`src/hdl/svg_pkg.sv`:
```
// ----------------------------------------------------------------------------
// Supply voltage guard package
// Shared types, register indexes and reset values of the supply voltage guard.
// ----------------------------------------------------------------------------
package svg_pkg;

  localparam int unsigned CfgIdxW  = 3;
  localparam int unsigned CfgDataW = 16;
  localparam int unsigned DtW      = 6;
  localparam int unsigned TimeW    = 16;
  localparam int unsigned MvW      = 16;
  localparam int unsigned MaW      = 16;
  localparam int unsigned RunW     = 8;

  typedef enum logic [CfgIdxW-1:0] {
    CFG_POLL_INTERVAL = 3'd0,
    CFG_STARTUP_DELAY = 3'd1,
    CFG_WARN_MV       = 3'd2,
    CFG_CRITICAL_MV   = 3'd3,
    CFG_CRITICAL_CNT  = 3'd4
  } cfg_idx_e;

  localparam logic [TimeW-1:0] PollIntervalRst = 16'd250;
  localparam logic [TimeW-1:0] StartupDelayRst = 16'd1000;
  localparam logic [MvW-1:0]   WarnMvRst       = 16'd6500;
  localparam logic [MvW-1:0]   CriticalMvRst   = 16'd6000;
  localparam logic [RunW-1:0]  CriticalCntRst  = 8'd3;
  localparam logic [TimeW-1:0] TimeMax         = '1;
  localparam logic [RunW-1:0]  RunMax          = '1;

  typedef struct packed {
    logic [TimeW-1:0] poll_interval_ms;
    logic [TimeW-1:0] startup_delay_ms;
    logic [MvW-1:0]   warn_mv;
    logic [MvW-1:0]   critical_mv;
    logic [RunW-1:0]  critical_count;
  } cfg_t;

  typedef struct packed {
    logic [DtW-1:0] dt_ms;
    logic           link_up;
    logic           relay_on;
    logic           relay_just_switched;
    logic           voltage_read_ok;
    logic [MvW-1:0] voltage_in_mv;
    logic           current_read_ok;
    logic [MaW-1:0] current_in_ma;
  } item_t;

  typedef struct packed {
    logic           shutdown_request;
    logic           warning_flag;
    logic           critical_flag;
    logic           poll_fired;
    logic           voltage_updated;
    logic [MvW-1:0] voltage_mv;
    logic           voltage_held;
    logic           current_updated;
    logic [MaW-1:0] current_ma;
    logic           current_held;
  } result_t;

  typedef struct packed {
    logic critical_latched;
    logic warning_active;
  } guard_status_t;

endpackage

```
`src/hdl/svg_cfg_regs.sv`:
```
// ----------------------------------------------------------------------------
// Supply voltage guard configuration registers
// Holds the five thresholds and intervals written through the write port.
// ----------------------------------------------------------------------------
module svg_cfg_regs
  import svg_pkg::*;
(
  input  logic                clk_i,
  input  logic                rst_ni,
  input  logic                cfg_we_i,
  input  logic [CfgIdxW-1:0]  cfg_idx_i,
  input  logic [CfgDataW-1:0] cfg_wdata_i,
  output cfg_t                cfg_o
);

  cfg_t cfg_q, cfg_d;

  always_comb begin
    cfg_d = cfg_q;
    if (cfg_we_i) begin
      unique case (cfg_idx_i)
        CFG_POLL_INTERVAL: cfg_d.poll_interval_ms = cfg_wdata_i;
        CFG_STARTUP_DELAY: cfg_d.startup_delay_ms = cfg_wdata_i;
        CFG_WARN_MV:       cfg_d.warn_mv          = cfg_wdata_i;
        CFG_CRITICAL_MV:   cfg_d.critical_mv      = cfg_wdata_i;
        CFG_CRITICAL_CNT:  cfg_d.critical_count   = cfg_wdata_i[RunW-1:0];
        default:           cfg_d                  = cfg_q;
      endcase
    end
  end

  always_ff @(posedge clk_i or negedge rst_ni) begin
    if (!rst_ni) begin
      cfg_q.poll_interval_ms <= PollIntervalRst;
      cfg_q.startup_delay_ms <= StartupDelayRst;
      cfg_q.warn_mv          <= WarnMvRst;
      cfg_q.critical_mv      <= CriticalMvRst;
      cfg_q.critical_count   <= CriticalCntRst;
    end else begin
      cfg_q <= cfg_d;
    end
  end

  assign cfg_o = cfg_q;

endmodule

```
`src/hdl/svg_guard.sv`:
```
// ----------------------------------------------------------------------------
// Supply voltage guard core
// Timer, poll and threshold state, and the next result for one tick.
// ----------------------------------------------------------------------------
module svg_guard
  import svg_pkg::*;
(
  input  logic          clk_i,
  input  logic          rst_ni,
  input  cfg_t          cfg_i,
  input  logic          step_i,
  input  item_t         item_i,
  output result_t       result_o,
  output guard_status_t status_o
);

  logic [TimeW-1:0] relay_time_q, relay_time_d;
  logic [TimeW-1:0] poll_timer_q, poll_timer_d;
  logic [RunW-1:0]  run_q, run_d;
  logic             warn_q, warn_d;
  logic             crit_q, crit_d;
  logic [MvW-1:0]   held_v_q, held_v_d;
  logic             held_v_ok_q, held_v_ok_d;
  logic [MaW-1:0]   held_c_q, held_c_d;
  logic             held_c_ok_q, held_c_ok_d;
  logic             fired, v_upd, c_upd, shutdown;

  always_comb begin
    logic [TimeW:0]  rt_sum;
    logic [TimeW:0]  pt_sum;
    logic [RunW-1:0] run_inc;
    logic            armed;

    relay_time_d = relay_time_q;
    poll_timer_d = poll_timer_q;
    run_d        = run_q;
    warn_d       = warn_q;
    crit_d       = crit_q;
    held_v_d     = held_v_q;
    held_v_ok_d  = held_v_ok_q;
    held_c_d     = held_c_q;
    held_c_ok_d  = held_c_ok_q;
    fired        = 1'b0;
    v_upd        = 1'b0;
    c_upd        = 1'b0;
    shutdown     = 1'b0;
    armed        = 1'b0;
    run_inc      = '0;
    rt_sum       = '0;
    pt_sum       = '0;

    if (item_i.relay_just_switched) begin
      relay_time_d = '0;
      run_d        = '0;
      warn_d       = 1'b0;
    end

    if (item_i.link_up && !crit_q) begin
      if (item_i.relay_on) begin
        rt_sum       = {1'b0, relay_time_d} + {{(TimeW+1-DtW){1'b0}}, item_i.dt_ms};
        relay_time_d = rt_sum[TimeW] ? TimeMax : rt_sum[TimeW-1:0];
      end else begin
        relay_time_d = '0;
        run_d        = '0;
        warn_d       = 1'b0;
      end

      pt_sum       = {1'b0, poll_timer_q} + {{(TimeW+1-DtW){1'b0}}, item_i.dt_ms};
      poll_timer_d = pt_sum[TimeW] ? TimeMax : pt_sum[TimeW-1:0];

      if (poll_timer_d >= cfg_i.poll_interval_ms) begin
        poll_timer_d = '0;
        fired        = 1'b1;

        if (item_i.voltage_read_ok) begin
          armed       = item_i.relay_on && (relay_time_d >= cfg_i.startup_delay_ms);
          held_v_d    = item_i.voltage_in_mv;
          held_v_ok_d = 1'b1;
          v_upd       = 1'b1;
          warn_d      = armed && (item_i.voltage_in_mv < cfg_i.warn_mv);
          if (armed && (item_i.voltage_in_mv < cfg_i.critical_mv)) begin
            run_inc = (run_d == RunMax) ? run_d : run_d + 1'b1;
            run_d   = run_inc;
            if (run_inc >= cfg_i.critical_count) begin
              crit_d = 1'b1;
              warn_d = 1'b0;
            end
          end else begin
            run_d = '0;
          end
        end

        if (item_i.current_read_ok) begin
          held_c_d    = item_i.current_in_ma;
          held_c_ok_d = 1'b1;
          c_upd       = 1'b1;
        end
        shutdown = crit_d;
      end
    end
  end

  always_ff @(posedge clk_i or negedge rst_ni) begin
    if (!rst_ni) begin
      relay_time_q <= '0;
      poll_timer_q <= TimeMax;
      run_q        <= '0;
      warn_q       <= 1'b0;
      crit_q       <= 1'b0;
      held_v_q     <= '0;
      held_v_ok_q  <= 1'b0;
      held_c_q     <= '0;
      held_c_ok_q  <= 1'b0;
    end else if (step_i) begin
      relay_time_q <= relay_time_d;
      poll_timer_q <= poll_timer_d;
      run_q        <= run_d;
      warn_q       <= warn_d;
      crit_q       <= crit_d;
      held_v_q     <= held_v_d;
      held_v_ok_q  <= held_v_ok_d;
      held_c_q     <= held_c_d;
      held_c_ok_q  <= held_c_ok_d;
    end
  end

  always_comb begin
    result_o.shutdown_request = shutdown;
    result_o.warning_flag     = warn_d;
    result_o.critical_flag    = crit_d;
    result_o.poll_fired       = fired;
    result_o.voltage_updated  = v_upd;
    result_o.voltage_mv       = held_v_d;
    result_o.voltage_held     = held_v_ok_d;
    result_o.current_updated  = c_upd;
    result_o.current_ma       = held_c_d;
    result_o.current_held     = held_c_ok_d;
  end

  assign status_o.critical_latched = crit_q;
  assign status_o.warning_active   = warn_q;

endmodule

```
`src/hdl/supply_voltage_guard_top.sv`:
```
// ----------------------------------------------------------------------------
// Supply voltage guard top level
// An accepted transaction is registered; its result goes to the result register.
// Throughput: one transaction per cycle unless stalled; state updates per step.
// The result register lets a new transaction enter while a result waits.
// Reset: asynchronous, active low; restores default registers and clears state,
// with the poll timer set to its maximum so that the first active tick polls.
// ----------------------------------------------------------------------------
module supply_voltage_guard_top
  import svg_pkg::*;
(
  input  logic                clk_i,
  input  logic                rst_ni,
  input  logic                cfg_we_i,
  input  logic [CfgIdxW-1:0]  cfg_idx_i,
  input  logic [CfgDataW-1:0] cfg_wdata_i,
  input  logic                in_valid_i,
  output logic                in_stall_o,
  input  logic [DtW-1:0]      dt_ms_i,
  input  logic                link_up_i,
  input  logic                relay_on_i,
  input  logic                relay_just_switched_i,
  input  logic                voltage_read_ok_i,
  input  logic [MvW-1:0]      voltage_in_mv_i,
  input  logic                current_read_ok_i,
  input  logic [MaW-1:0]      current_in_ma_i,
  output logic                out_valid_o,
  input  logic                out_stall_i,
  output logic                shutdown_request_o,
  output logic                warning_flag_o,
  output logic                critical_flag_o,
  output logic                poll_fired_o,
  output logic                voltage_updated_o,
  output logic [MvW-1:0]      voltage_mv_o,
  output logic                voltage_held_o,
  output logic                current_updated_o,
  output logic [MaW-1:0]      current_ma_o,
  output logic                current_held_o
);

  cfg_t          cfg;
  item_t         item_q;
  logic          item_valid_q;
  result_t       result_d, result_q;
  logic          out_valid_q;
  logic          step;
  logic          in_accept;
  guard_status_t status;

  svg_cfg_regs u_cfg_regs (
    .clk_i       (clk_i),
    .rst_ni      (rst_ni),
    .cfg_we_i    (cfg_we_i),
    .cfg_idx_i   (cfg_idx_i),
    .cfg_wdata_i (cfg_wdata_i),
    .cfg_o       (cfg)
  );

  svg_guard u_guard (
    .clk_i    (clk_i),
    .rst_ni   (rst_ni),
    .cfg_i    (cfg),
    .step_i   (step),
    .item_i   (item_q),
    .result_o (result_d),
    .status_o (status)
  );

  assign step       = item_valid_q && (!out_valid_q || !out_stall_i);
  assign in_stall_o = item_valid_q && !step;
  assign in_accept  = in_valid_i && !in_stall_o;

  always_ff @(posedge clk_i or negedge rst_ni) begin
    if (!rst_ni) begin
      item_valid_q <= 1'b0;
      out_valid_q  <= 1'b0;
    end else begin
      if (in_accept) begin
        item_valid_q <= 1'b1;
      end else if (step) begin
        item_valid_q <= 1'b0;
      end
      if (step) begin
        out_valid_q <= 1'b1;
      end else if (!out_stall_i) begin
        out_valid_q <= 1'b0;
      end
    end
  end

  always_ff @(posedge clk_i) begin
    if (in_accept) begin
      item_q.dt_ms               <= dt_ms_i;
      item_q.link_up             <= link_up_i;
      item_q.relay_on            <= relay_on_i;
      item_q.relay_just_switched <= relay_just_switched_i;
      item_q.voltage_read_ok     <= voltage_read_ok_i;
      item_q.voltage_in_mv       <= voltage_in_mv_i;
      item_q.current_read_ok     <= current_read_ok_i;
      item_q.current_in_ma       <= current_in_ma_i;
    end
    if (step) begin
      result_q <= result_d;
    end
  end

  assign out_valid_o        = out_valid_q;
  assign shutdown_request_o = result_q.shutdown_request;
  assign warning_flag_o     = result_q.warning_flag;
  assign critical_flag_o    = result_q.critical_flag;
  assign poll_fired_o       = result_q.poll_fired;
  assign voltage_updated_o  = result_q.voltage_updated;
  assign voltage_mv_o       = result_q.voltage_mv;
  assign voltage_held_o     = result_q.voltage_held;
  assign current_updated_o  = result_q.current_updated;
  assign current_ma_o       = result_q.current_ma;
  assign current_held_o     = result_q.current_held;

  a_crit_sticky : assert property (@(posedge clk_i) disable iff (!rst_ni)
    status.critical_latched |=> status.critical_latched)
    else $error("Critical latch cleared without reset.");

  a_warn_crit_excl : assert property (@(posedge clk_i) disable iff (!rst_ni)
    !(status.critical_latched && status.warning_active))
    else $error("Warning active while critical state is latched.");

  a_shutdown_poll : assert property (@(posedge clk_i) disable iff (!rst_ni)
    (out_valid_o && shutdown_request_o) |-> (poll_fired_o && critical_flag_o))
    else $error("Shutdown request without a poll and a latched critical state.");

  a_step_clears : assert property (@(posedge clk_i) disable iff (!rst_ni)
    (step && !in_accept) |=> !in_stall_o)
    else $error("Input stage still full after its transaction moved on.");

endmodule
```
`config.mk`:
```
export PLATFORM = sky130hd
export DESIGN_NAME = supply_voltage_guard_top
export DESIGN_NICKNAME = d
export VERILOG_FILES = /design/src/hdl/svg_pkg.sv /design/src/hdl/svg_cfg_regs.sv /design/src/hdl/svg_guard.sv /design/src/hdl/supply_voltage_guard_top.sv
export SDC_FILE = /design/constraint.sdc
export NUM_CORES = 1
export LEC_CHECK = 0
export BUFFER_PORTS_ARGS = -buffer_cell sky130_fd_sc_hd__buf_2
export CAP_MARGIN = 0
export CORE_MARGIN = 2
export CORE_UTILIZATION = 54
export CTS_CLUSTER_DIAMETER = 100
export DETAILED_ROUTE_END_ITERATION = 8
export GPL_TIMING_DRIVEN = 0
export PLACE_DENSITY = 0.76
export SLEW_MARGIN = 20
export SYNTH_ARGS = -nofsm -noshare
export SYNTH_HDL_FRONTEND = slang
export SYNTH_SLANG_ARGS = --single-unit
export TNS_END_PERCENT = 100
```
`constraint.sdc`:
```
create_clock -name clk_i -period 4.9 [get_ports clk_i]
set_input_delay 0.98 -clock clk_i [delete_from_list [all_inputs] [get_ports clk_i]]
set_output_delay 0.98 -clock clk_i [all_outputs]
set_load 0.1 [all_outputs]
```
==> results.toml, run 1 <==
[clock_network]
root_buffer = "clkbuf_16"
htreeDepth = 1
cts_hold_buf = 0
clk_pin_slew_ns = 0.06
clock-sinks = 233
clock_path_buffers = 3
cts_buffers = 25
worstSkewPairLatency_ns = 0.53
cts_tree = "done"

[worst_setup_path]
cp-startpoint = "item_q[34]"
critPathMaxFanout = 19
r2r_start = "item_q[34]"
cpPeakStageDelay_ns = 0.44
critPathArrivalTime_ns = 5.11
critPathLaunchType = "flop"
endpoint_kind = "flop"
cp_slowest_cell = "edfxtp_1"
cp.required_ns = 5.35
crit_chain = "buf_12, nor2b_1, ha_1, fa_1, a21o_1, a21oi_2, o21bai_1, a21oi_2, nor3_4, or3_1, and2_1, ha_1, a21oi_1, a21boi_2, o21ai_0, a211oi_2, nand2_1, nor3_4, o2bb2ai_1"
worstSetupPathType = "flop to flop"

[cells_and_area]
fillers = 1686
num_antenna_cells = 0
areaGrowthSynthToFinish_pct = 16.5
final_common_cell = "buf_2"
layout-drive-gt1-share_pct = 26.4
fin_util_pct = 63.8
num-nets-final = 1355
final_cells = 1502
final_cell_mix = "108 x buf_2, 107 x dfrtp_1, 106 x nand2_1"

[status]
status = "finished clean"

[run]
cap_violations = 0

[synthesis]
ys_top_cells_by_area = "dfrtp_1 22%, edfxtp_1 21%, dfstp_2 9.5%"
synth_warnings = 0
ys.flop_type = "dfrtp_1"
synth.distinct_cells = 74
synth-edff-count = 83
synth_seq_cells = 233
syn-num-nets = 1210
synth.avg_cell_area_um2 = 11.3
synthArstFlopShare_pct = 64.4
synth_area_um2 = 11900
netlist.area_leader.share_pct = 22.5
synth_top_area_cell = "dfrtp_1"
ys_seq_area_share_pct = 52.9
synthCells = 1058

[placed_design]
dp_hpwl_um = 19000
post-place-ws_ns = -0.694
gp_congestion = 0.859
dp_cells = 1449
port_buffers = 108

[die]
io_pins = 109
chipWidth_um = 153
num_rows = 54
die_h_um = 153
die_area_um2 = 23300
start_util_pct = 54.8
core_area_um2 = 21800

[pwr]
leakagePower_nw = 6.32
p_sw_mw = 2.10
total_power_mw = 6.38
powerDensity_nw_per_um2 = 459
intPower_mw = 4.28
clkPwrFrac_pct = 30.1
p_comb_share_pct = 28.8
peakVddDrop_uv = 255
swShare_pct = 32.9
p_seq_share_pct = 41.1

[sta]
timing.fmax_mhz = 214
fin_worst_skew_ns = 0.0122
relSlewSlack_pct = 42.7
tightest_slew_ns = 0.853
finalSetupViolCount = 0
hold_viol_final = 0
layout_setup_ws_ns = 0.232
fin_tns_setup_ns = 0
period_needed_ns = 4.67
period_share_pct = 95.3
finalMaxSlewViolations = 0

[grt]
first_global_vias = 8345
gr-usage-all-layers_pct = 23.0
grt_antenna_before_repair = 0
grt_max_degree = 91
grt_pass1_wl_um = 43400
overflow = 0

[drt]
avgViaCountPerCell = 5.63
drcViolationCount = 0
first_pass_iters = 5
vias = 8455
first_iter_violations = 539
antenna_left = 0
finalWirelength_um = 26700
wl_per_cell_um = 17.8

[min_path]
hp-class = "flop to flop"
min-delay-start = "u_guard.held_v_ok_q"
sequential cells by signal (all words and copies together) (netlist names):
signal and count:
u_cfg_regs.cfg_o 72, item_q 43, current_ma_o 16, u_guard.held_c_q 16
u_guard.held_v_q 16, u_guard.poll_timer_q 16, u_guard.relay_time_q 16, voltage_mv_o 16
u_guard.run_q 8, critical_flag_o 1, current_held_o 1, current_updated_o 1
item_valid_q 1, out_valid_o 1, poll_fired_o 1, shutdown_request_o 1
u_guard.crit_q 1, u_guard.held_c_ok_q 1, u_guard.held_v_ok_q 1, u_guard.warn_q 1
voltage_held_o 1, voltage_updated_o 1, warning_flag_o 1
cells by family (layout without fill, tap and decap cells):
group / count (synthesis) / after routing / share of synthesized area (%)
AOI/OAI and AO/OA: 224 / 224 / 12.2
xor gates and xnor gates: 19 / 19 / 1.40
adders and majority gates: 85 / 85 / 9.05
buffers and inverters: 130 / 294 / 4.32
DFF: 233 / 233 / 52.9
muxes: 89 / 89 / 8.67
and+or+nand+nor: 278 / 278 / 11.5
cell type report:
type	instances	area [um2]	area share, %
clock inverter	14	160	1.15
tap	280	350	2.52
multi-input combinational	695	5170	37.2
clock buffer	32	683	4.92
timing repair buffer	120	686	4.94
buffer	32	179	1.29
inverter	96	360	2.60
sequential	233	6300	45.4
critical path, delay by kind of cell, from the launching register on:
| family | cells | cell delay, ns |
|---|---|---|
| AOI/OAI and AO/OA | 9 | 1.69 |
| DFF | 1 | 0.44 |
| adders and majority gates | 3 | 0.90 |
| and+or+nand+nor | 6 | 1.36 |
| buffers and inverters | 1 | 0.18 |
power by group through the flow:
| stage | registers, mW | logic (mW) | clock network [mW] |
|---|---|---|---|
| finish | 2.62 | 1.83 | 1.92 |
| global route | 2.66 | 2.03 | 2.04 |
| CTS | 2.62 | 1.83 | 1.96 |
| detailed placement | 2.65 | 1.80 | 0 |
| global placement | 2.64 | 1.74 | 0 |
| floorplan | 3.01 | 1.02 | 0 |
final timing paths:
path                       cells past startpoint              endpoint  slack [ns]
max                                           19      u_guard.run_q[6]        0.23
min                                            1   u_guard.held_v_ok_q        0.46
max reg2reg                                   19      u_guard.run_q[6]        0.23
min reg2reg                                    1   u_guard.held_v_ok_q        0.46
max in group asynchronous                      2  u_cfg_regs.cfg_o[20]        3.59
min in group asynchronous                      1  u_cfg_regs.cfg_o[58]        0.49
Yosys cell counts (3+ instances only):
| cell | instances |
|---|---|
| nand3_1 | 24 |
| o21ai_0 | 85 |
| and3_1 | 7 |
| a21boi_0 | 3 |
| dfstp_2 | 43 |
| and4_1 | 4 |
| edfxtp_1 | 83 |
| nor2_1 | 47 |
| a211oi_1 | 8 |
| nand4_1 | 8 |
| a22o_1 | 10 |
| mux2_4 | 9 |
| xor2_1 | 4 |
| a21o_1 | 14 |
| buf_2 | 7 |
| inv_1 | 96 |
| o21a_1 | 9 |
| xnor2_1 | 15 |
| o21bai_1 | 4 |
| a21oi_1 | 38 |
| a21oi_2 | 3 |
| a221oi_1 | 3 |
| nor2b_1 | 22 |
| mux2_2 | 78 |
| clkbuf_1 | 23 |
| o2bb2ai_1 | 9 |
| o31ai_1 | 3 |
| nand2_1 | 106 |
| a31oi_1 | 7 |
| dfrtp_1 | 107 |
| nand2b_1 | 17 |
| nor3_1 | 15 |
| and2_1 | 7 |
| nor4b_1 | 3 |
| ha_1 | 83 |
| a211o_1 | 3 |
routing by layer:
| layer | global-route usage (%) | wire (um) | up-vias |
|---|---|---|---|
| li1 | - | - | 4054 |
| met4 | 7.50 | 730 | 0 |
| met5 | 0 | 0 | - |
| met1 | 32.3 | 12000 | 4119 |
| met3 | 3.13 | 1320 | 44 |
| met2 | 37.4 | 12600 | 238 |
stage by stage:
step	instance area, um2	hold slack [ns]
2_1_floorplan	11900	0.425
3_3_place_gp	12800	0.442
3_5_place_dp	12900	0.443
4_1_cts	13800	0.463
5_1_grt	13900	0.487
6_report	13900	0.462
repair_timing:
item                       in CTS  in global routing
gates resized for setup        10                 14
gates cloned                    0                  0
buffers inserted                6                  3
pin swaps                       4                  4
setup endpoints to repair      90                 82
No activity file was read; power rests on OpenSTA's default activity.
==> run 2: changes to the inputs <==
- RECOVER_POWER: default -> 100
- SKIP_CTS_REPAIR_TIMING: default -> 1
==> run 2 against run 1 <==
The run now ends with max-capacitance violations, max-slew violations left. Global-route usage hardly changed. First-iteration DRC count is 5.2% lower. Clock skew is 0.0027 ns higher. Cell count is 0.47% higher. Setup slack worse by 0.015 ns. Sequential share of layout area is 0.099 points higher. Largest cell class unchanged. Clock power hardly changed. Critical endpoint unchanged. Combinational power hardly changed. Largest power group unchanged. Total power hardly changed. Sequential cell count stayed put. Critical path depth is 1 higher.
==> results.toml, run 2 (synthesis results as in run 1) <==
[status]
status = "finished, violations left"
violations = "max-capacitance violations, max-slew violations"

[cells_and_area]
final_common_cell = "dfrtp_1"
num_antenna_cells = 0
final_cells = 1509
num-nets-final = 1362
layout-drive-gt1-share_pct = 23.2
fin_util_pct = 63.7
final_cell_mix = "107 x dfrtp_1, 106 x nand2_1, 96 x inv_1"
largest_register_ffs = 72
fillers = 1723
areaGrowthSynthToFinish_pct = 16.2

[drt]
avgViaCountPerCell = 5.65
vias = 8523
antenna_left = 0
drcViolationCount = 0
first_pass_iters = 4
finalWirelength_um = 26900
first_iter_violations = 511
wl_per_cell_um = 17.8

[sta]
fin_worst_skew_ns = 0.0149
finalMaxSlewViolations = 183
hold_slack_ns = 0.462
timing.fmax_mhz = 214
tightest_slew_ns = 2.33
layout_setup_ws_ns = 0.217
finalSetupViolCount = 0
hold_viol_final = 0
period_needed_ns = 4.68
period_share_pct = 95.6
relSlewSlack_pct = -55.6

[min_path]
holdPathEnd = "u_guard.held_v_ok_q"
holdPathStages = 1
min-delay-start = "u_guard.held_v_ok_q"
hp-class = "flop to flop"

[clock_network]
root_buffer = "clkbuf_16"
worstSkewPairLatency_ns = 0.54
cts_tree = "done"
cts_buffers = 25
clk_pin_slew_ns = 0.06
clock_path_buffers = 3
clock-sinks = 233
htreeDepth = 1

[placed_design]
dp_cells = 1449
port_buffers = 108
dp_hpwl_um = 19000
post-place-ws_ns = -0.694
gp_congestion = 0.859

[worst_setup_path]
critPathArrivalTime_ns = 5.13
cp-startpoint = "item_q[34]"
cp.required_ns = 5.35
regToRegSetupSlack_ns = 0.22
rr_endpoint = "u_guard.run_q[6]"
critPathLaunchType = "flop"
ff2ff_path_depth = 20
r2r_start = "item_q[34]"
endpoint_kind = "flop"
worstSetupPathType = "flop to flop"
critPathMaxFanout = 10

[grt]
overflow = 0
grt_pass1_wl_um = 43500
grt_max_degree = 91
grt_antenna_before_repair = 0
first_global_vias = 8306
gr-usage-all-layers_pct = 23.1

[pwr]
leakagePower_nw = 6.21
powerDensity_nw_per_um2 = 460
peakVddDrop_uv = 261

[die]
chipWidth_um = 153
core_area_um2 = 21800
num_rows = 54
start_util_pct = 54.8
die_h_um = 153
die_area_um2 = 23300
io_pins = 109

[run]
cap_violations = 3
[run 2: cell types whose count changed in the layout (fill, tap and decap cells not counted), sizes merged]
cell / before / now
buf: 129 / 87
clkbuf: 55 / 104
[run 2: per-layer routing]
metal | vias up | routed length [um] | track usage [%]
li1 | 4069 | - | -
met1 | 4153 | 11900 | 32.4
met2 | 247 | 12700 | 37.4
met3 | 54 | 1440 | 3.16
met4 | 0 | 801 | 7.72
met5 | - | 0 | 0
[run 2: cell type report]
cell class / instances / area (um2) / share of cell area (%)
tap: 280 / 350 / 2.53
clock buffer: 32 / 683 / 4.93
timing repair buffer: 125 / 618 / 4.46
multi-input combinational: 695 / 5190 / 37.5
inverter: 96 / 360 / 2.60
sequential: 233 / 6300 / 45.5
buffer: 34 / 194 / 1.40
clock inverter: 14 / 160 / 1.16
[run 2: worst max path at each step]
stage,endpoint,cells after the start
after floorplan,u_guard.held_c_q[10],21
after global placement,u_guard.run_q[7],20
after detailed placement,u_guard.run_q[6],20
after CTS,u_guard.run_q[6],20
after global routing,u_guard.held_c_q[7],21
final,u_guard.run_q[6],20
[run 2: power breakdown]
part	leakage (nW)	total, mW	switching (mW)	internal (mW)
sequential	2.66	2.62	0.162	2.46
clock	0.418	1.93	0.777	1.15
combinational	3.13	1.82	1.17	0.648
total	6.21	6.37	2.11	4.26
[run 2: metrics by stage]
step | TNS (ns) | cell area [um2] | total power [mW]
detailed placement | -22.29 | 12900 | 4.44
global placement | -22.14 | 12800 | 4.37
global route | -0.724 | 13900 | 6.72
floorplan | 0 | 11900 | 4.03
CTS | -23.99 | 13700 | 6.40
finish | 0 | 13900 | 6.37
[run 2: critical path: stages (launching register included)]
cell and delay [ns]:
edfxtp_1 0.38, buf_6 0.15, buf_6 0.16, nor2b_1 0.06, ha_1 0.21, fa_1 0.40
a21o_1 0.22, a21oi_2 0.18, o21bai_1 0.12, a21oi_2 0.31, nor3_4 0.13, or3_1 0.43
and2_1 0.19, ha_1 0.29, a21oi_1 0.11, a21boi_2 0.21, o21ai_1 0.10, a211oi_2 0.24
nand2_1 0.15, nor3_4 0.37, o2bb2ai_1 0.17
